--- src/rtl/mbr_pkg.sv ---
// Shared types, constants and CRC helpers for the Modbus RTU read master.
`timescale 1ns / 1ps
`default_nettype none
package mbr_pkg;

  // Protocol limits and constants
  localparam logic [6:0]  MAX_REGS   = 7'd125;
  localparam logic [8:0]  COUNT_MAX  = 9'd511;
  localparam logic [15:0] CRC_INIT   = 16'hFFFF;
  localparam logic [15:0] CRC_POLY   = 16'hA001;
  localparam logic [7:0]  EXC_FLAG   = 8'h80;
  localparam logic [8:0]  HDR_BYTES  = 9'd3;
  localparam logic [8:0]  MIN_FRAME  = 9'd5;

  // Request frame positions that carry the CRC
  localparam logic [2:0]  REQ_CRC_LO = 3'd6;
  localparam logic [2:0]  REQ_CRC_HI = 3'd7;

  // Config reset values
  localparam logic [7:0]  RST_SLAVE  = 8'd1;
  localparam logic [2:0]  RST_FUNC   = 3'd3;
  localparam logic [15:0] RST_START  = 16'd0;
  localparam logic [6:0]  RST_COUNT  = 7'd1;

  typedef enum logic [1:0] {
    KIND_REQ    = 2'd0,
    KIND_VALUE  = 2'd1,
    KIND_STATUS = 2'd2
  } kind_t;

  typedef enum logic [1:0] {
    ST_OK     = 2'd0,
    ST_FORMAT = 2'd1,
    ST_EXCEPT = 2'd2,
    ST_CRC    = 2'd3
  } status_t;

  typedef enum logic [1:0] {
    CFG_SLAVE = 2'd0,
    CFG_FUNC  = 2'd1,
    CFG_START = 2'd2,
    CFG_COUNT = 2'd3
  } cfg_idx_t;

  typedef struct packed {
    logic [7:0]  slave_address;
    logic [2:0]  function_code;
    logic [15:0] start_register;
    logic [6:0]  register_count;
  } cfg_t;

  typedef struct packed {
    logic       command;
    logic [7:0] rx_byte;
    logic       frame_end;
  } item_t;

  // One queued unit of output work: a request frame, or a value and/or a status
  typedef struct packed {
    logic        is_req;
    logic        val_valid;
    logic [15:0] value;
    logic [6:0]  reg_index;
    logic        st_valid;
    status_t     status;
  } desc_t;

  // CRC-16/Modbus, one byte
  function automatic logic [15:0] crc_byte(input logic [15:0] crc, input logic [7:0] b);
    logic [15:0] c;
    c = crc ^ {8'h00, b};
    for (int k = 0; k < 8; k++) begin
      c = c[0] ? ((c >> 1) ^ CRC_POLY) : (c >> 1);
    end
    return c;
  endfunction

  // Register count clamped to the protocol maximum
  function automatic logic [6:0] eff_count(input logic [6:0] c);
    return (c > MAX_REGS) ? MAX_REGS : c;
  endfunction

endpackage
`default_nettype wire

--- src/rtl/mbr_if.sv ---
// Valid/ready channel interfaces for command beats and result beats.
`timescale 1ns / 1ps
`default_nettype none
interface mbr_cmd_if;
  logic       valid;
  logic       ready;
  logic       command;
  logic [7:0] rx_byte;
  logic       frame_end;

  modport source(output valid, command, rx_byte, frame_end, input ready);
  modport sink(input valid, command, rx_byte, frame_end, output ready);
endinterface

interface mbr_res_if;
  logic        valid;
  logic        ready;
  logic [1:0]  kind;
  logic [15:0] value;
  logic [6:0]  reg_index;
  logic [1:0]  status;
  logic        last;

  modport source(output valid, kind, value, reg_index, status, last, input ready);
  modport sink(input valid, kind, value, reg_index, status, last, output ready);
endinterface
`default_nettype wire

--- src/rtl/modbus_rtu_read_master_top.sv ---
// Top level of the Modbus RTU read master: config registers and datapath wiring.
// Throughput: one response byte per cycle while the work queue has room.
// A request emits 8 result beats, one per cycle while the result side is ready.
// The command side stays ready while the two-entry work queue has room.
// Reset (synchronous, rst high): config to defaults, receive state cleared, queue empty.
`timescale 1ns / 1ps
`default_nettype none
module modbus_rtu_read_master_top (
  input  wire logic        clk,
  input  wire logic        rst,
  mbr_cmd_if.sink          cmd,
  mbr_res_if.source        res,
  input  wire logic        cfg_we,
  input  wire logic [1:0]  cfg_index,
  input  wire logic [15:0] cfg_data
);

  mbr_pkg::cfg_t  cfg;
  mbr_pkg::item_t item;
  mbr_pkg::desc_t rx_desc;
  mbr_pkg::desc_t head;
  logic           rx_push;
  logic           head_valid;
  logic           q_full;
  logic           pop;
  logic           accept;

  assign cmd.ready = !q_full;
  assign accept    = cmd.valid && cmd.ready;
  assign item      = '{command: cmd.command, rx_byte: cmd.rx_byte, frame_end: cmd.frame_end};

  // Configuration registers
  always_ff @(posedge clk) begin
    if (rst) begin
      cfg.slave_address  <= mbr_pkg::RST_SLAVE;
      cfg.function_code  <= mbr_pkg::RST_FUNC;
      cfg.start_register <= mbr_pkg::RST_START;
      cfg.register_count <= mbr_pkg::RST_COUNT;
    end else if (cfg_we) begin
      unique case (mbr_pkg::cfg_idx_t'(cfg_index))
        mbr_pkg::CFG_SLAVE: cfg.slave_address  <= cfg_data[7:0];
        mbr_pkg::CFG_FUNC:  cfg.function_code  <= cfg_data[2:0];
        mbr_pkg::CFG_START: cfg.start_register <= cfg_data;
        mbr_pkg::CFG_COUNT: cfg.register_count <= cfg_data[6:0];
        default: ;
      endcase
    end
  end

  mbr_rx u_rx (
    .clk    (clk),
    .rst    (rst),
    .cfg    (cfg),
    .accept (accept),
    .item   (item),
    .desc   (rx_desc),
    .push   (rx_push)
  );

  mbr_queue u_queue (
    .clk       (clk),
    .rst       (rst),
    .push      (rx_push),
    .din       (rx_desc),
    .pop       (pop),
    .dout      (head),
    .not_empty (head_valid),
    .full      (q_full)
  );

  mbr_tx u_tx (
    .clk        (clk),
    .rst        (rst),
    .cfg        (cfg),
    .head       (head),
    .head_valid (head_valid),
    .pop        (pop),
    .res        (res)
  );

endmodule
`default_nettype wire

--- src/rtl/mbr_rx.sv ---
// Receive frame tracker: per-byte state update, CRC and status checks.
`timescale 1ns / 1ps
`default_nettype none
module mbr_rx (
  input  wire logic          clk,
  input  wire logic          rst,
  input  wire mbr_pkg::cfg_t cfg,
  input  wire logic          accept,
  input  wire mbr_pkg::item_t item,
  output mbr_pkg::desc_t     desc,
  output logic               push
);

  logic [8:0]  byte_count, byte_count_next;
  logic [15:0] crc_accum, crc_accum_next;
  logic [7:0]  tail_bytes [2];
  logic [7:0]  tail_bytes_next [2];
  logic        address_ok, address_ok_next;
  logic        exception_seen, exception_seen_next;
  logic [7:0]  high_byte_hold, high_byte_hold_next;

  logic [6:0]  cnt;
  logic [8:0]  data_end;
  logic [8:0]  expect_len;
  logic [8:0]  off;
  logic [7:0]  exc_code;

  assign cnt        = mbr_pkg::eff_count(cfg.register_count);
  assign data_end   = mbr_pkg::HDR_BYTES + {1'b0, cnt, 1'b0};
  assign expect_len = mbr_pkg::MIN_FRAME + {1'b0, cnt, 1'b0};
  assign off        = byte_count - mbr_pkg::HDR_BYTES;
  assign exc_code   = {5'b0, cfg.function_code} | mbr_pkg::EXC_FLAG;

  // Next state and output work for one accepted beat
  always_comb begin
    byte_count_next     = byte_count;
    crc_accum_next      = crc_accum;
    tail_bytes_next[0]  = tail_bytes[0];
    tail_bytes_next[1]  = tail_bytes[1];
    address_ok_next     = address_ok;
    exception_seen_next = exception_seen;
    high_byte_hold_next = high_byte_hold;
    push                = 1'b0;
    desc                = '0;

    if (accept) begin
      if (!item.command) begin
        // request: emit frame, restart receive side
        push                = 1'b1;
        desc.is_req         = 1'b1;
        byte_count_next     = '0;
        crc_accum_next      = mbr_pkg::CRC_INIT;
        tail_bytes_next[0]  = '0;
        tail_bytes_next[1]  = '0;
        address_ok_next     = 1'b0;
        exception_seen_next = 1'b0;
        high_byte_hold_next = '0;
      end else begin
        if (byte_count == 9'd0) begin
          address_ok_next = (item.rx_byte == cfg.slave_address);
        end else if (byte_count == 9'd1) begin
          exception_seen_next = (item.rx_byte == exc_code);
        end else if (byte_count >= mbr_pkg::HDR_BYTES && byte_count < data_end) begin
          if (!off[0]) begin
            high_byte_hold_next = item.rx_byte;
          end else begin
            push           = 1'b1;
            desc.val_valid = 1'b1;
            desc.value     = {high_byte_hold, item.rx_byte};
            desc.reg_index = off[7:1];
          end
        end

        // CRC trails by two bytes so the received CRC is never folded in
        if (byte_count >= 9'd2) begin
          crc_accum_next = mbr_pkg::crc_byte(crc_accum, tail_bytes[0]);
        end
        tail_bytes_next[0] = tail_bytes[1];
        tail_bytes_next[1] = item.rx_byte;
        if (byte_count != mbr_pkg::COUNT_MAX) begin
          byte_count_next = byte_count + 9'd1;
        end

        if (item.frame_end) begin
          push          = 1'b1;
          desc.st_valid = 1'b1;
          if (byte_count_next < mbr_pkg::MIN_FRAME || !address_ok_next) begin
            desc.status = mbr_pkg::ST_FORMAT;
          end else if (exception_seen_next) begin
            desc.status = mbr_pkg::ST_EXCEPT;
          end else if (byte_count_next != expect_len) begin
            desc.status = mbr_pkg::ST_FORMAT;
          end else if (crc_accum_next != {item.rx_byte, tail_bytes[1]}) begin
            desc.status = mbr_pkg::ST_CRC;
          end else begin
            desc.status = mbr_pkg::ST_OK;
          end
          byte_count_next     = '0;
          crc_accum_next      = mbr_pkg::CRC_INIT;
          tail_bytes_next[0]  = '0;
          tail_bytes_next[1]  = '0;
          address_ok_next     = 1'b0;
          exception_seen_next = 1'b0;
          high_byte_hold_next = '0;
        end
      end
    end
  end

  // Frame state registers
  always_ff @(posedge clk) begin
    if (rst) begin
      byte_count     <= '0;
      crc_accum      <= mbr_pkg::CRC_INIT;
      tail_bytes[0]  <= '0;
      tail_bytes[1]  <= '0;
      address_ok     <= 1'b0;
      exception_seen <= 1'b0;
      high_byte_hold <= '0;
    end else begin
      byte_count     <= byte_count_next;
      crc_accum      <= crc_accum_next;
      tail_bytes[0]  <= tail_bytes_next[0];
      tail_bytes[1]  <= tail_bytes_next[1];
      address_ok     <= address_ok_next;
      exception_seen <= exception_seen_next;
      high_byte_hold <= high_byte_hold_next;
    end
  end

  // A request restarts the receive side
  a_req_clears: assert property (@(posedge clk) disable iff (rst)
    accept && !item.command |=> byte_count == 9'd0 && crc_accum == mbr_pkg::CRC_INIT)
    else $error("request did not clear receive state");

  // A frame end always yields a status
  a_end_status: assert property (@(posedge clk) disable iff (rst)
    accept && item.command && item.frame_end |-> push && desc.st_valid)
    else $error("frame end without status");

endmodule
`default_nettype wire

--- src/rtl/mbr_queue.sv ---
// Two-entry work queue between the receive tracker and the result emitter.
`timescale 1ns / 1ps
`default_nettype none
module mbr_queue (
  input  wire logic           clk,
  input  wire logic           rst,
  input  wire logic           push,
  input  wire mbr_pkg::desc_t din,
  input  wire logic           pop,
  output mbr_pkg::desc_t      dout,
  output logic                not_empty,
  output logic                full
);

  mbr_pkg::desc_t entries [2];
  logic       wr_ptr;
  logic       rd_ptr;
  logic [1:0] count;

  assign dout      = entries[rd_ptr];
  assign not_empty = (count != 2'd0);
  assign full      = (count == 2'd2);

  // Entry storage
  always_ff @(posedge clk) begin
    if (push) begin
      entries[wr_ptr] <= din;
    end
  end

  // Pointers and fill level
  always_ff @(posedge clk) begin
    if (rst) begin
      wr_ptr <= 1'b0;
      rd_ptr <= 1'b0;
      count  <= 2'd0;
    end else begin
      if (push) begin
        wr_ptr <= ~wr_ptr;
      end
      if (pop) begin
        rd_ptr <= ~rd_ptr;
      end
      count <= count + {1'b0, push} - {1'b0, pop};
    end
  end

  a_no_overflow: assert property (@(posedge clk) disable iff (rst)
    push |-> !full)
    else $error("work queue overflow");

  a_no_underflow: assert property (@(posedge clk) disable iff (rst)
    pop |-> not_empty)
    else $error("work queue underflow");

endmodule
`default_nettype wire

--- src/rtl/mbr_tx.sv ---
// Result emitter: expands queued work into result beats, builds request frames.
`timescale 1ns / 1ps
`default_nettype none
module mbr_tx (
  input  wire logic           clk,
  input  wire logic           rst,
  input  wire mbr_pkg::cfg_t  cfg,
  input  wire mbr_pkg::desc_t head,
  input  wire logic           head_valid,
  output logic                pop,
  mbr_res_if.source           res
);

  logic [2:0]  beat;
  logic [15:0] crc;
  logic [15:0] crc_cur;
  logic [7:0]  req_byte;
  logic        fire;

  assign crc_cur = (beat == 3'd0) ? mbr_pkg::CRC_INIT : crc;

  // Request frame byte for the current beat
  always_comb begin
    case (beat)
      3'd0:                req_byte = cfg.slave_address;
      3'd1:                req_byte = {5'b0, cfg.function_code};
      3'd2:                req_byte = cfg.start_register[15:8];
      3'd3:                req_byte = cfg.start_register[7:0];
      3'd4:                req_byte = 8'h00;
      3'd5:                req_byte = {1'b0, mbr_pkg::eff_count(cfg.register_count)};
      mbr_pkg::REQ_CRC_LO: req_byte = crc[7:0];
      default:             req_byte = crc[15:8];
    endcase
  end

  // Result beat fields
  always_comb begin
    res.valid     = head_valid;
    res.kind      = mbr_pkg::KIND_STATUS;
    res.value     = '0;
    res.reg_index = '0;
    res.status    = mbr_pkg::ST_OK;
    res.last      = 1'b1;
    if (head.is_req) begin
      res.kind  = mbr_pkg::KIND_REQ;
      res.value = {8'h00, req_byte};
      res.last  = (beat == mbr_pkg::REQ_CRC_HI);
    end else if (head.val_valid && beat == 3'd0) begin
      res.kind      = mbr_pkg::KIND_VALUE;
      res.value     = head.value;
      res.reg_index = head.reg_index;
      res.last      = !head.st_valid;
    end else begin
      res.status = head.status;
    end
  end

  assign fire = res.valid && res.ready;
  assign pop  = fire && res.last;

  // Beat counter within the current unit of work
  always_ff @(posedge clk) begin
    if (rst) begin
      beat <= '0;
    end else if (fire) begin
      beat <= res.last ? 3'd0 : 3'(beat + 3'd1);
    end
  end

  // Request CRC, one byte per emitted beat before the CRC beats
  always_ff @(posedge clk) begin
    if (fire && head.is_req && beat < mbr_pkg::REQ_CRC_LO) begin
      crc <= mbr_pkg::crc_byte(crc_cur, req_byte);
    end
  end

  a_beat_restart: assert property (@(posedge clk) disable iff (rst)
    fire && res.last |=> beat == 3'd0)
    else $error("beat counter not restarted after last beat");

  a_rx_two_beats: assert property (@(posedge clk) disable iff (rst)
    head_valid && !head.is_req |-> beat <= 3'd1)
    else $error("receive work ran past two beats");

endmodule
`default_nettype wire

--- src/flat_wrapper.sv ---
// flat-port wrapper written by rule: the top's interface ports become plain ports
module modbus_rtu_read_master_top_flat 
  (clk, rst, cfg_we, cfg_index, cfg_data, cmd_valid, cmd_command, cmd_rx_byte, cmd_frame_end, cmd_ready, res_valid, res_kind, res_value, res_reg_index, res_status, res_last, res_ready);
  mbr_cmd_if cmd_i ();
  mbr_res_if res_i ();
  input  wire logic clk;
  input  wire logic rst;
  input  wire logic cfg_we;
  input  wire logic [1:0] cfg_index;
  input  wire logic [15:0] cfg_data;
  input wire logic [$bits(cmd_i.valid)-1:0] cmd_valid;
  input wire logic [$bits(cmd_i.command)-1:0] cmd_command;
  input wire logic [$bits(cmd_i.rx_byte)-1:0] cmd_rx_byte;
  input wire logic [$bits(cmd_i.frame_end)-1:0] cmd_frame_end;
  output wire logic [$bits(cmd_i.ready)-1:0] cmd_ready;
  output wire logic [$bits(res_i.valid)-1:0] res_valid;
  output wire logic [$bits(res_i.kind)-1:0] res_kind;
  output wire logic [$bits(res_i.value)-1:0] res_value;
  output wire logic [$bits(res_i.reg_index)-1:0] res_reg_index;
  output wire logic [$bits(res_i.status)-1:0] res_status;
  output wire logic [$bits(res_i.last)-1:0] res_last;
  input wire logic [$bits(res_i.ready)-1:0] res_ready;
  assign cmd_i.valid = cmd_valid;
  assign cmd_i.command = cmd_command;
  assign cmd_i.rx_byte = cmd_rx_byte;
  assign cmd_i.frame_end = cmd_frame_end;
  assign cmd_ready = cmd_i.ready;
  assign res_valid = res_i.valid;
  assign res_kind = res_i.kind;
  assign res_value = res_i.value;
  assign res_reg_index = res_i.reg_index;
  assign res_status = res_i.status;
  assign res_last = res_i.last;
  assign res_i.ready = res_ready;
  modbus_rtu_read_master_top u_core (.clk(clk), .rst(rst), .cmd(cmd_i), .res(res_i), .cfg_we(cfg_we), .cfg_index(cfg_index), .cfg_data(cfg_data));
endmodule
--- config.mk ---
export PLATFORM = sky130hd
export DESIGN_NAME = modbus_rtu_read_master_top_flat
export DESIGN_NICKNAME = d
export VERILOG_FILES = /design/src/rtl/mbr_pkg.sv /design/src/rtl/mbr_if.sv /design/src/rtl/modbus_rtu_read_master_top.sv /design/src/rtl/mbr_rx.sv /design/src/rtl/mbr_queue.sv /design/src/rtl/mbr_tx.sv /design/src/flat_wrapper.sv
export SDC_FILE = /design/constraint.sdc
export NUM_CORES = 1
export LEC_CHECK = 0
export ABC_AREA = 1
export BUFFER_PORTS_ARGS = -buffer_cell sky130_fd_sc_hd__buf_2
export CAP_MARGIN = 20
export CORE_ASPECT_RATIO = 1.5
export CORE_MARGIN = 3
export CORE_UTILIZATION = 55
export DETAILED_ROUTE_END_ITERATION = 16
export PLACE_DENSITY = 0.76
export SLEW_MARGIN = 10
export SYNTH_ARGS = -nofsm -noshare
export SYNTH_HDL_FRONTEND = slang
export SYNTH_SLANG_ARGS = --single-unit
--- constraint.sdc ---
create_clock -name clk -period 3.99 [get_ports clk]
set_clock_uncertainty 0.1 [all_clocks]
set_input_delay 0.798 -clock clk [delete_from_list [all_inputs] [get_ports clk]]
set_output_delay 0.798 -clock clk [all_outputs]
set_load 0.1 [all_outputs]
# Yosys cells after proc, flatten, opt, wreduce, memory -nomap -nowiden
# Memories as Yosys holds them, arrays and structs flattened. A register that Yosys moved wholly into a read port is not among the register bits.
# Cells that the tools add are included.
[totals] ff_bits=92 ramBits=72 in_bits=33 output_inout_bits=30 elab_cells=181 mem_count=2
[op_classes] n_addsub=7 order_cmp=6 n_eq_ne=21 muxes=88 n_bitwise=22 reduce_logical=20
[memory_table] name="u_core.u_queue.entries" words=2 width=28 rd=1 rd_ports_with_merged_regs=1 write_ports=1 line_no="mbr_queue.sv:15" text="mbr_pkg::desc_t entries [2];"
[memory_table] name="u_core.u_rx.tail_bytes" words=2 width=8 rd=2 rd_ports_with_merged_regs=0 write_ports=2 line_no="mbr_rx.sv:16" text="logic [7:0] tail_bytes [2];"
[op_table] operator="two-way mux 16 bit" n=26
[op_table] operator="two-way mux 24 bit" n=4
[op_table] operator="two-way mux 8 bit" n=8
[op_table] operator="case mux 8 bit (7 select lines)" n=1
[op_table] operator="NOT 2 -> 3 bit" n=16
[op_table] operator="two-way mux 9 bit" n=5
[op_table] operator="XOR 16 x 8 -> 16 bit" n=2
[op_table] operator="two-way mux 1 bit" n=28
[op_table] operator="two-way mux 28 bit" n=1
[op_table] operator="two-way mux 27 bit" n=1
[op_table] operator="two-way mux 7 bit" n=3
[op_table] operator=">= comparator 9 x 2 -> 1 bit (second input constant)" n=2
[op_table] operator="equality test 8 bit" n=2
[op_table] operator="two-way mux 2 bit" n=8
[op_table] operator="!= test 16 bit" n=1
[op_table] operator="two-way mux 14 bit" n=1
[op_table] operator="equality test 3 bit (second input constant)" n=4
[op_table] operator="adder 2 x 8 -> 9 bit (first input constant)" n=1
[op_table] operator="adder 3 x 8 -> 9 bit (first input constant)" n=1
[op_table] operator="adder 9 x 1 -> 9 bit (second input constant)" n=1
[op_table] operator="equality test 9 x 1 -> 1 bit (second input constant)" n=1
[op_table] operator="logical NOT 9 bit" n=1
[op_table] operator="less-than comparator 9 x 3 -> 1 bit (second input constant)" n=1
[op_table] operator="less-than comparator 9 bit" n=1
[op_table] operator="25 further kinds" n=44

# Depth between registers and ports, before layout
# Gate-level depths: netlist of the first run.
# An unclocked memory read counts as a cell.
[logic_depth] depth_word=29 depth_mapped=22 mapped_depth_nobuf=22

# Modules after synthesis
# From an unflattened synthesis of the first run, not the netlist that was laid out.
[hier_totals] cells_unflattened=1356 area_unflattened_um2=9960.8
[by_module_without_submodules] module="mbr_rx" instances=1 cells_each=673 area_each_um2=4017.6 seq_area_each_um2=1021.0
[by_module_without_submodules] module="mbr_queue" instances=1 cells_each=118 area_each_um2=2347.3 seq_area_each_um2=1781.7
[by_module_without_submodules] module="mbr_tx" instances=1 cells_each=348 area_each_um2=2178.3 seq_area_each_um2=540.5
[by_module_without_submodules] module="modbus_rtu_read_master_top" instances=1 cells_each=217 area_each_um2=1417.6 seq_area_each_um2=680.7

# Worst setup path after synthesis of the first run
# No wires, ideal clock.
[synth_path] path_kind="flip-flop to output port" from="register u_core.u_tx.beat[1]" to="output port res_value[2]" t_arrival_ps=3565 required_ps=3092 setup_slack_ps=-473 stages_incl_launch_ff=8 n_path_buf=1 cell_sequence="dfxtp_1 inv_1 ha_1 nand2_1 a21oi_1 nand2_1 clkbuf_1 o32ai_1"
[synth_between] elab_chain_cells=4 word_cells_on_any_way=11 cone_classes="eq/ne: 6; mux: 3; reduce/logical: 2"
[synth_rtl] item="start: declaration" line_no="mbr_tx.sv:14" text="logic [2:0] beat;"
[synth_rtl] item="start signal: assignment" line_no="mbr_tx.sv:66" text="beat <= res.last ? 3'd0 : 3'(beat + 3'd1);"
[synth_rtl] item="parallel branches: the longest is 3 deep, another holds case mux 8 bit (7 select lines)"
[synth_rtl] item="two-way mux 16 bit *" line_no="mbr_tx.sv:44" text="if (head.is_req) begin"
[synth_rtl] item="end: declaration" line_no="flat_wrapper.sv:18" text="output wire logic [$bits(res_i.value)-1:0] res_value;"
# Every way passes the cells marked *.

==> impl_metrics.yaml, run 1 <==
power:
  ir_worst_vdd_uv: 977
  power_density_nw_per_um2: 701
  p_leak_nw: 4.71
worst_setup_path:
  path_buf_inv: 4
  r2r_slack_ps: 450
  cp_data_required_time_ps: 3090
  path_depth: 8
  arrival_ps: 2690
  max_stage_delay_ps: 530
  cp-start-kind: "flip-flop"
  cp-end-kind: "primary output"
  path_cells: "inv_2 -> buf_4 -> nand2_1 -> a21oi_1 -> nand2_1 -> buf_4 -> o32ai_1 -> buf_12"
  worstRegToRegCells: 20
  crit_fanout: 16
  path_class: "flip-flop to primary output"
  crit_slowest_cell: "o32ai_1"
  cp_top_family: "buffers and inverters"
cts:
  clockBufferDepth: 2
  clk_pin_slew_ps: 70
  cts_tree: "built"
  cts_setup_buffers: 0
  clk_latency_ps: 440
  holdBufCountCts: 0
  cts_sinks: 165
  cts-resized-gates: 0
  cts_made_buffers: 17
  cts-root-buf: "clkbuf_16"
  h-tree-depth: 4
timing:
  finalSetupTns_ps: 0
  slew_headroom_pct: 34.6
  hold_viol: 0
  max_freq_mhz: 279
  period_share_pct: 89.9
  min_period_ps: 3590
  rsz0062_at_grt: "no"
  slew_violations: 0
  worst_pin_slew_ps: 979
  setup_viol: 0
finish:
  finalNetCount: 1373
  diodes: 0
  area_delta_synth_final_pct: 16.0
  fin_cells: 1541
  finish.instance_area_um2: 10900
  fin_util_pct: 65.0
  drive_above_1_share_pct: 13.3
min_path:
  worstHoldPathCells: 2
  hold_class: "flip-flop to flip-flop"
global_route:
  grt_max_degree: 42
  grt_pass1_vias: 8312
  grt_pass1_wl_mm: 40.5
  grt_overflow: 0
  track_usage_pct: 27.2
  antenna_found_initial: 0
floorplanning:
  fp.dieW_um: 113
  ios: 63
  rows: 58
  core_um2: 16800
  dieArea_um2: 18800
  start_util_pct: 56.1
  die_y_um: 166
synth:
  synth_top_cell_area_share_pct: 22.9
  synth_area_leader_cell: "edfxtp_1"
  synth_edf_count: 72
  yosys-top-cells-area: "edfxtp_1 (23%), dfxtp_1 (20%), nand2_1 (14%)"
  syn_avg_cell_area_um2: 7.45
  ys_types: 58
  syn-num-nets: 1322
  ys_ff_latch: 165
  seq_area_frac_synth_pct: 42.6
  synth_ff_type: "dfxtp_1"
  syn_inst: 1267
  synth_area_um2: 9440
  synth-warning-count: 0
  synth_async_sr_flop_share_pct: 0
route:
  postRouteAntennaNets: 0
  dr.pass1.iters: 6
  drt-total-wl_mm: 25.1
  drtIter0Drc: 782
  vias: 8607
  wl_per_cell_um: 16.3
  drc: 0
  via_per_inst: 5.59
place:
  post-place-cells: 1509
  place.gp.congestion: 0.960
  place_area_um2: 10300
  portBuffers: 62
  dp_hpwl_mm: 18.5
run_status:
  outcome: "finished, final reports clean"
run:
  drv_cap: 0
## flip-flops by register name (all words and copies together) (netlist names), named ones only
name	count
u_core.u_rx.high_byte_hold	8
u_core.u_tx.beat	3
u_core.u_rx.tail_bytes	16
u_core.u_rx.crc_accum	16
u_core.u_tx.crc	16
u_core.cfg	34
u_core.u_queue.rd_ptr	1
u_core.u_queue.entries	56
u_core.u_rx.exception_seen	1
u_core.u_queue.wr_ptr	1
u_core.u_queue.count	2
u_core.u_rx.address_ok	1
u_core.u_rx.byte_count	9
## worst min-delay path, cell delays in order (launching register included)
cell and delay [ps]:
dfxtp_1 310, inv_1 50, a21oi_1 50
## metal layers
| layer | routed length [µm] | vias up | GRT usage [%] |
|---|---|---|---|
| li1 | - | 4223 | - |
| met3 | 1590 | 77 | 5.02 |
| met4 | 1300 | 0 | 15.2 |
| met5 | 0 | - | 0 |
| met1 | 9410 | 3986 | 31.0 |
| met2 | 12800 | 321 | 47.3 |
## cells in the mapped netlist (all sizes together), types with 9 or more instances
cell,instances
buf,15
o21ai,65
clkbuf,34
xnor2,13
nand3,104
dfxtp,93
nand4,9
ha,22
nand2,381
nor3,14
o22ai,12
edfxtp,72
inv,157
nor2,113
a21oi,96
xor2,30
## cell families after synthesis
| kind of cell | after synthesis | synth area share, % |
|---|---|---|
| simple gates | 629 | 28.8 |
| buf+inv | 208 | 9.28 |
| compound gates | 198 | 11.9 |
| flops | 165 | 42.6 |
| xor+xnor | 43 | 4.27 |
| fa+ha+maj | 22 | 2.92 |
| mux | 2 | 0.212 |
## cell type report
cell class | instances | area (µm²)
clock buffers | 17 | 425
clock inverters | 15 | 190
fillers | 1433 | 5890
inverters | 159 | 606
multi-input cells | 894 | 4560
flip-flops and latches | 165 | 4020
well taps | 210 | 263
repair buffers | 81 | 883
## path summary, 6_finish.rpt
path | startpoint | to
max | flip-flop | res_value[1]
min | u_core.cfg[10] | u_core.cfg[10]
min reg2reg | u_core.cfg[10] | u_core.cfg[10]
max reg2reg | u_core.cfg[4] | u_core.u_queue.entries[1][19]
## layout by cell type (no fill, tap or decap), types with 21 or more instances in the layout
master / n
o21ai_0: 58
dfxtp_1: 93
nor2_1: 102
ha_1: 22
xor2_1: 28
nand3_1: 100
a21oi_1: 94
buf_12: 29
edfxtp_1: 72
nand2_2: 21
buf_2: 35
nand2_1: 356
inv_1: 148
## metrics by stage
stage,setup WS (ps),hold slack [ps],total power [W]
after detailed placement,419,340,0.00598
after floorplan,-473,324,0.00493
final,404,352,0.00767
after CTS,396,351,0.00769
after global routing,55.8,370,0.00806
after global placement,526,334,0.00591
## where the power goes
group | total, W | internal [W] | switching [W]
Clock | 0.00172 | 0.00100 | 0.000716
Combinational | 0.00384 | 0.00121 | 0.00263
Sequential | 0.00212 | 0.00204 | 0.0000821
(Power assumes the default switching activity.)
==> run 2, diff against run 1 <==
Settings changed: CORE_UTILIZATION 55 to 36, PLACE_DENSITY 0.76 to 0.54.
==> run 2 against run 1 <==
Die area is 50% higher. Routed wire length up 12%. First-iteration DRC count fell by 44%. Combinational power rose by 1%. Critical endpoint is now res_value[0]. Largest cell class unchanged.
==> impl_metrics.yaml, run 2 (synthesis results as in run 1) <==
worst_setup_path:
  r2r_slack_ps: 360
  cp_data_required_time_ps: 3090
  cp-end-kind: "primary output"
  worstRegToRegCells: 20
  worstReg2RegStart: "u_core.cfg[4]"
  path_class: "flip-flop to primary output"
  max_stage_delay_ps: 400
  path_cells: "ha_1 -> ha_1 -> inv_1 -> o21ai_0 -> nor2_4 -> nand3_1 -> o21ai_2 -> o32ai_1 -> buf_12"
  crit_top_cell: "ha_1"
  arrival_ps: 2760
  path_buf_inv: 2
  cp_top_family: "compound AO/OA/AOI/OAI gates"
  cp-start-kind: "flip-flop"
  crit_fanout: 5
  rr_endpoint: "u_core.u_queue.entries[1][12]"
  path_depth: 9
  crit_path_start: "u_core.u_tx.beat[1]"
  timing.critical_path.to: "res_value[0]"
  crit_slowest_cell: "dfxtp_1"
min_path:
  hold_class: "flip-flop to flip-flop"
  hp-start: "u_core.cfg[9]"
  worstHoldPathCells: 2
timing:
  hold_viol: 0
  min_period_ps: 3660
  setup_viol: 0
  setup_slack_ps: 331
  period_share_pct: 91.7
  worst_pin_slew_ps: 1000
  slew_headroom_pct: 33.3
  rsz0062_at_grt: "no"
  slew_violations: 0
  max_freq_mhz: 273
floorplanning:
  core_um2: 25800
  dieArea_um2: 28200
  fp.dieW_um: 138
  ios: 63
  start_util_pct: 36.6
  rows: 72
  die_y_um: 204
finish:
  mostFrequentLayoutCells: "nand2_1 (356), inv_1 (148), nor2_1 (102)"
  finish.instance_area_um2: 11100
  fin_cells: 1666
  largest_reg_flops: 56
  fillers: 2681
  top_regs: "u_core.u_queue.entries (56), u_core.cfg (34)"
  drive_above_1_share_pct: 13.5
  area_delta_synth_final_pct: 17.5
  final_common_cell: "nand2_1"
  finalNetCount: 1375
  regMostFlops: "u_core.u_queue.entries"
  diodes: 0
cts:
  cts_sinks: 165
  clk_pin_slew_ps: 70
  cts-root-buf: "clkbuf_16"
  cts_tree: "built"
  cts_made_buffers: 17
  clockBufferDepth: 2
  cts_setup_buffers: 0
  clk_latency_ps: 450
  h-tree-depth: 4
route:
  vias: 8381
  drc: 0
  wl_per_cell_um: 16.9
  dr.pass1.iters: 7
  drtIter0Drc: 440
  postRouteAntennaNets: 0
  via_per_inst: 5.03
  drt-total-wl_mm: 28.1
global_route:
  grt_max_degree: 42
  grt_pass1_vias: 8106
  antenna_found_initial: 0
  grt_overflow: 0
  grt_pass1_wl_mm: 44.6
  track_usage_pct: 20.2
run_status:
  outcome: "finished, final reports clean"
power:
  power_density_nw_per_um2: 692
  sw_frac_of_total_pct: 45.9
  seqPwrFrac_pct: 27.6
  comb_power_share_pct: 50.7
  p_leak_nw: 4.70
  ir_worst_vdd_uv: 740
  internal_power_w: 0.00415
  clockPowerShare_pct: 21.6
  switchingPower_w: 0.00352
place:
  place_area_um2: 10500
  dp_hpwl_mm: 21.4
  portBuffers: 62
  place.gp.congestion: 0.893
  preCtsSetupSlack_ps: 309
  post-place-cells: 1634
run:
  drv_cap: 0
[run 2: cell count changes in the layout (fill, tap and decap cells not counted), moves of 2 or more]
cell | before | now
clkinvlp_4 | 1 | 3
bufinv_16 | 3 | 1
clkbuf_8 | 0 | 2
buf_4 | 17 | 19
inv_6 | 6 | 4
[run 2: layer usage]
metal | vias up | GRT usage, % | share of wire [%]
met5 | - | 0 | 0
met4 | 0 | 8.09 | 3.1
met3 | 44 | 2.83 | 3.2
met2 | 168 | 39.0 | 55
met1 | 3959 | 22.2 | 39
li1 | 4210 | - | -
[run 2: repair_timing]
action / in CTS / in global routing
gates resized for setup: 0 / 1
hold buffers: 0 / 0
endpoints found under the hold margin: 0 / 0
setup endpoints to repair: 0 / 56
[run 2: final cells by class]
type | count | area, µm² | share of cell area [%]
multi-input cells | 894 | 4560 | 41.1
well taps | 333 | 417 | 3.76
clock inverters | 13 | 140 | 1.26
inverters | 159 | 606 | 5.46
flip-flops and latches | 165 | 4020 | 36.3
clock buffers | 19 | 453 | 4.08
repair buffers | 83 | 898 | 8.10
[run 2: worst min-delay path by stage]
stage,endpoint,slack [ps]
floorplan,u_core.cfg[17],320
global placement,u_core.cfg[9],340
detailed placement,u_core.cfg[11],340
CTS,u_core.cfg[11],350
global route,u_core.cfg[11],380
finish,u_core.cfg[9],350
[run 2: metrics by stage]
step,hold WS [ps],utilization [%],power (W),setup TNS (ps)
after global routing,375,43.1,0.00808,0
after CTS,352,43.0,0.00774,0
final,353,43.1,0.00767,0
after floorplan,324,-,0.00493,-3320
after global placement,337,40.7,0.00605,0
after detailed placement,341,40.7,0.00608,0
[run 2: power by group through the flow]
| stage | Clock, W | Combinational [W] | Sequential [W] |
|---|---|---|---|
| after floorplan | 0 | 0.00280 | 0.00213 |
| after global placement | 0 | 0.00390 | 0.00215 |
| after detailed placement | 0 | 0.00393 | 0.00215 |
| after CTS | 0.00168 | 0.00394 | 0.00212 |
| after global routing | 0.00175 | 0.00420 | 0.00214 |
| final | 0.00166 | 0.00389 | 0.00212 |
[run 2: worst min-delay path: stages, from the launching register on]
cell	delay, ps
dfxtp_1	300
inv_1	60
a21oi_1	50
==> run 3, diff against run 2 <==
Settings changed: BUFFER_PORTS_ARGS -buffer_cell sky130_fd_sc_hd__buf_2 to unset, DONT_BUFFER_PORTS set to 1, PLACE_DENSITY 0.54 to 0.52, SKIP_LAST_GASP set to 1.
==> run 3 against run 2 <==
Sequential share of layout area shrank 0.17 points. Largest cell class unchanged. Via count down 2.4%. Sequential cell count is the same. Register-to-register slack about the same. Worst setup slack improved by 34 ps.
==> impl_metrics.yaml, run 3 (synthesis results as in run 1) <==
run_status:
  outcome: "finished, final reports clean"
cts:
  clk_pin_slew_ps: 70
  clockBufferDepth: 2
  cts-root-buf: "clkbuf_16"
  cts_made_buffers: 17
  cts_sinks: 165
  cts_tree: "built"
  clk_latency_ps: 450
  holdBufCountCts: 0
  h-tree-depth: 4
timing:
  hold_viol: 0
  period_share_pct: 90.9
  slew_headroom_pct: 29.2
  min_period_ps: 3630
  max_freq_mhz: 276
  setup_viol: 0
  slew_violations: 0
  worst_pin_slew_ps: 1060
finish:
  final_common_cell: "nand2_1"
  top_regs: "u_core.u_queue.entries (56), u_core.cfg (34)"
  finish.instance_area_um2: 11100
  area_delta_synth_final_pct: 18.1
  fin_cells: 1632
  regMostFlops: "u_core.u_queue.entries"
  finalNetCount: 1341
  largest_reg_flops: 56
  drive_above_1_share_pct: 13.5
  diodes: 0
  mostFrequentLayoutCells: "nand2_1 (355), inv_1 (148), nor2_1 (100), nand3_1 (100), dfxtp_1 (92)"
worst_setup_path:
  path_class: "flip-flop to flip-flop"
  cp-start-kind: "flip-flop"
  worstReg2RegStart: "u_core.cfg[4]"
  timing.critical_path.to: "u_core.u_queue.entries[0][25]"
  max_stage_delay_ps: 400
  arrival_ps: 3670
  cp-end-kind: "flip-flop"
  crit_fanout: 28
  crit_path_start: "u_core.cfg[4]"
  worstRegToRegCells: 20
  crit_slowest_cell: "dfxtp_1"
  rr_endpoint: "u_core.u_queue.entries[0][25]"
  r2r_slack_ps: 360
  crit_top_cell: "nand2_1"
  cp_data_required_time_ps: 4040
  path_cells: "nand2_1 -> nor2_1 -> nand2_1 -> nand2_1 -> inv_1 -> ha_1 -> nand2_1 -> nor2_1 -> xor2_1 -> nand2_1 -> o21ai_0 -> ha_1 -> a21oi_1 -> o21ai_1 -> a21oi_2 -> nand2_1 -> a21oi_2 -> inv_1 -> nor2_2 -> buf_12"
global_route:
  track_usage_pct: 20.2
  grt_pass1_wl_mm: 44.3
  grt_pass1_vias: 8059
  antenna_found_initial: 0
  grt_max_degree: 43
  grt_overflow: 0
floorplanning:
  start_util_pct: 36.6
  core_um2: 25800
  die_y_um: 204
  fp.dieW_um: 138
  rows: 72
  ios: 63
  dieArea_um2: 28200
place:
  dp_hpwl_mm: 21.4
  post-place-cells: 1599
  place_area_um2: 10600
  place.gp.congestion: 0.875
  portBuffers: 0
route:
  via_per_inst: 5.01
  postRouteAntennaNets: 0
  drc: 0
  wl_per_cell_um: 17.3
  drtIter0Drc: 469
  vias: 8183
  dr.pass1.iters: 5
  drt-total-wl_mm: 28.2
min_path:
  hold_class: "input pin to flip-flop"
power:
  ir_worst_vdd_uv: 563
  p_leak_nw: 4.60
  power_density_nw_per_um2: 705
run:
  drv_cap: 0
[run 3: timing repair]
action,CTS,global route
buffers inserted,0,1
setup endpoints to repair,0,61
resized for setup,0,5
endpoints found under the hold margin,0,0
[run 3: area by class of cell]
cell class,instances,area [µm²]
Clock buffer,18,429
Clock inverter,14,148
Fill cell,2653,14600
Inverter,159,606
Multi-Input combinational cell,894,4780
Sequential cell,165,4030
Tap cell,333,417
Timing Repair Buffer,49,741
[run 3: routing by layer]
layer	wire (µm)	global-route usage (%)	vias to the layer above
met5	0	0	-
met4	1070	9.36	0
met1	11000	21.8	3843
met3	896	3.58	46
met2	15200	38.1	136
li1	-	-	4158
[run 3: where the power goes]
group / internal [W] / switching, W / leakage (nW) / total, W
clock network: 0.000879 / 0.000754 / 0.278 / 0.00163
registers: 0.00204 / 0.0000799 / 1.44 / 0.00212
logic: 0.00130 / 0.00281 / 2.89 / 0.00411
total: 0.00421 / 0.00364 / 4.60 / 0.00786
[run 3: worst max-delay path: cells and delay by family (launching register included)]
family / cells / cell delay, ps
AND/OR/NAND/NOR: 9 / 1020
AO/OA/AOI/OAI: 5 / 680
adder cells (fa/ha/maj): 2 / 530
buffers and inverters: 3 / 410
flip-flops: 1 / 400
XOR/XNOR: 1 / 170
[run 3: per-stage QoR]
stage / power [W] / hold WS, ps / utilization, % / setup TNS (ps) / setup slack, ps
after floorplan: 0.00493 / 324 / - / -3320 / -473
after global placement: 0.00624 / 338 / 40.9 / 0 / 387
after detailed placement: 0.00628 / 339 / 40.9 / 0 / 269
after CTS: 0.00793 / 308 / 43.2 / 0 / 113
after global routing: 0.00825 / 309 / 43.3 / -84.6 / -8.16
final: 0.00786 / 328 / 43.3 / 0 / 365
[run 3: how the worst min path moves through the flow]
stage	from	endpoint	depth (start not counted)
3_3_place_gp	u_core.cfg[11]	u_core.cfg[11]	2
3_5_place_dp	u_core.cfg[11]	u_core.cfg[11]	2
5_1_grt	rst	u_core.u_rx.byte_count[3]	1
6_report	rst	u_core.u_rx.byte_count[3]	1
2_1_floorplan	u_core.cfg[17]	u_core.cfg[17]	2
4_1_cts	rst	u_core.u_rx.byte_count[0]	1
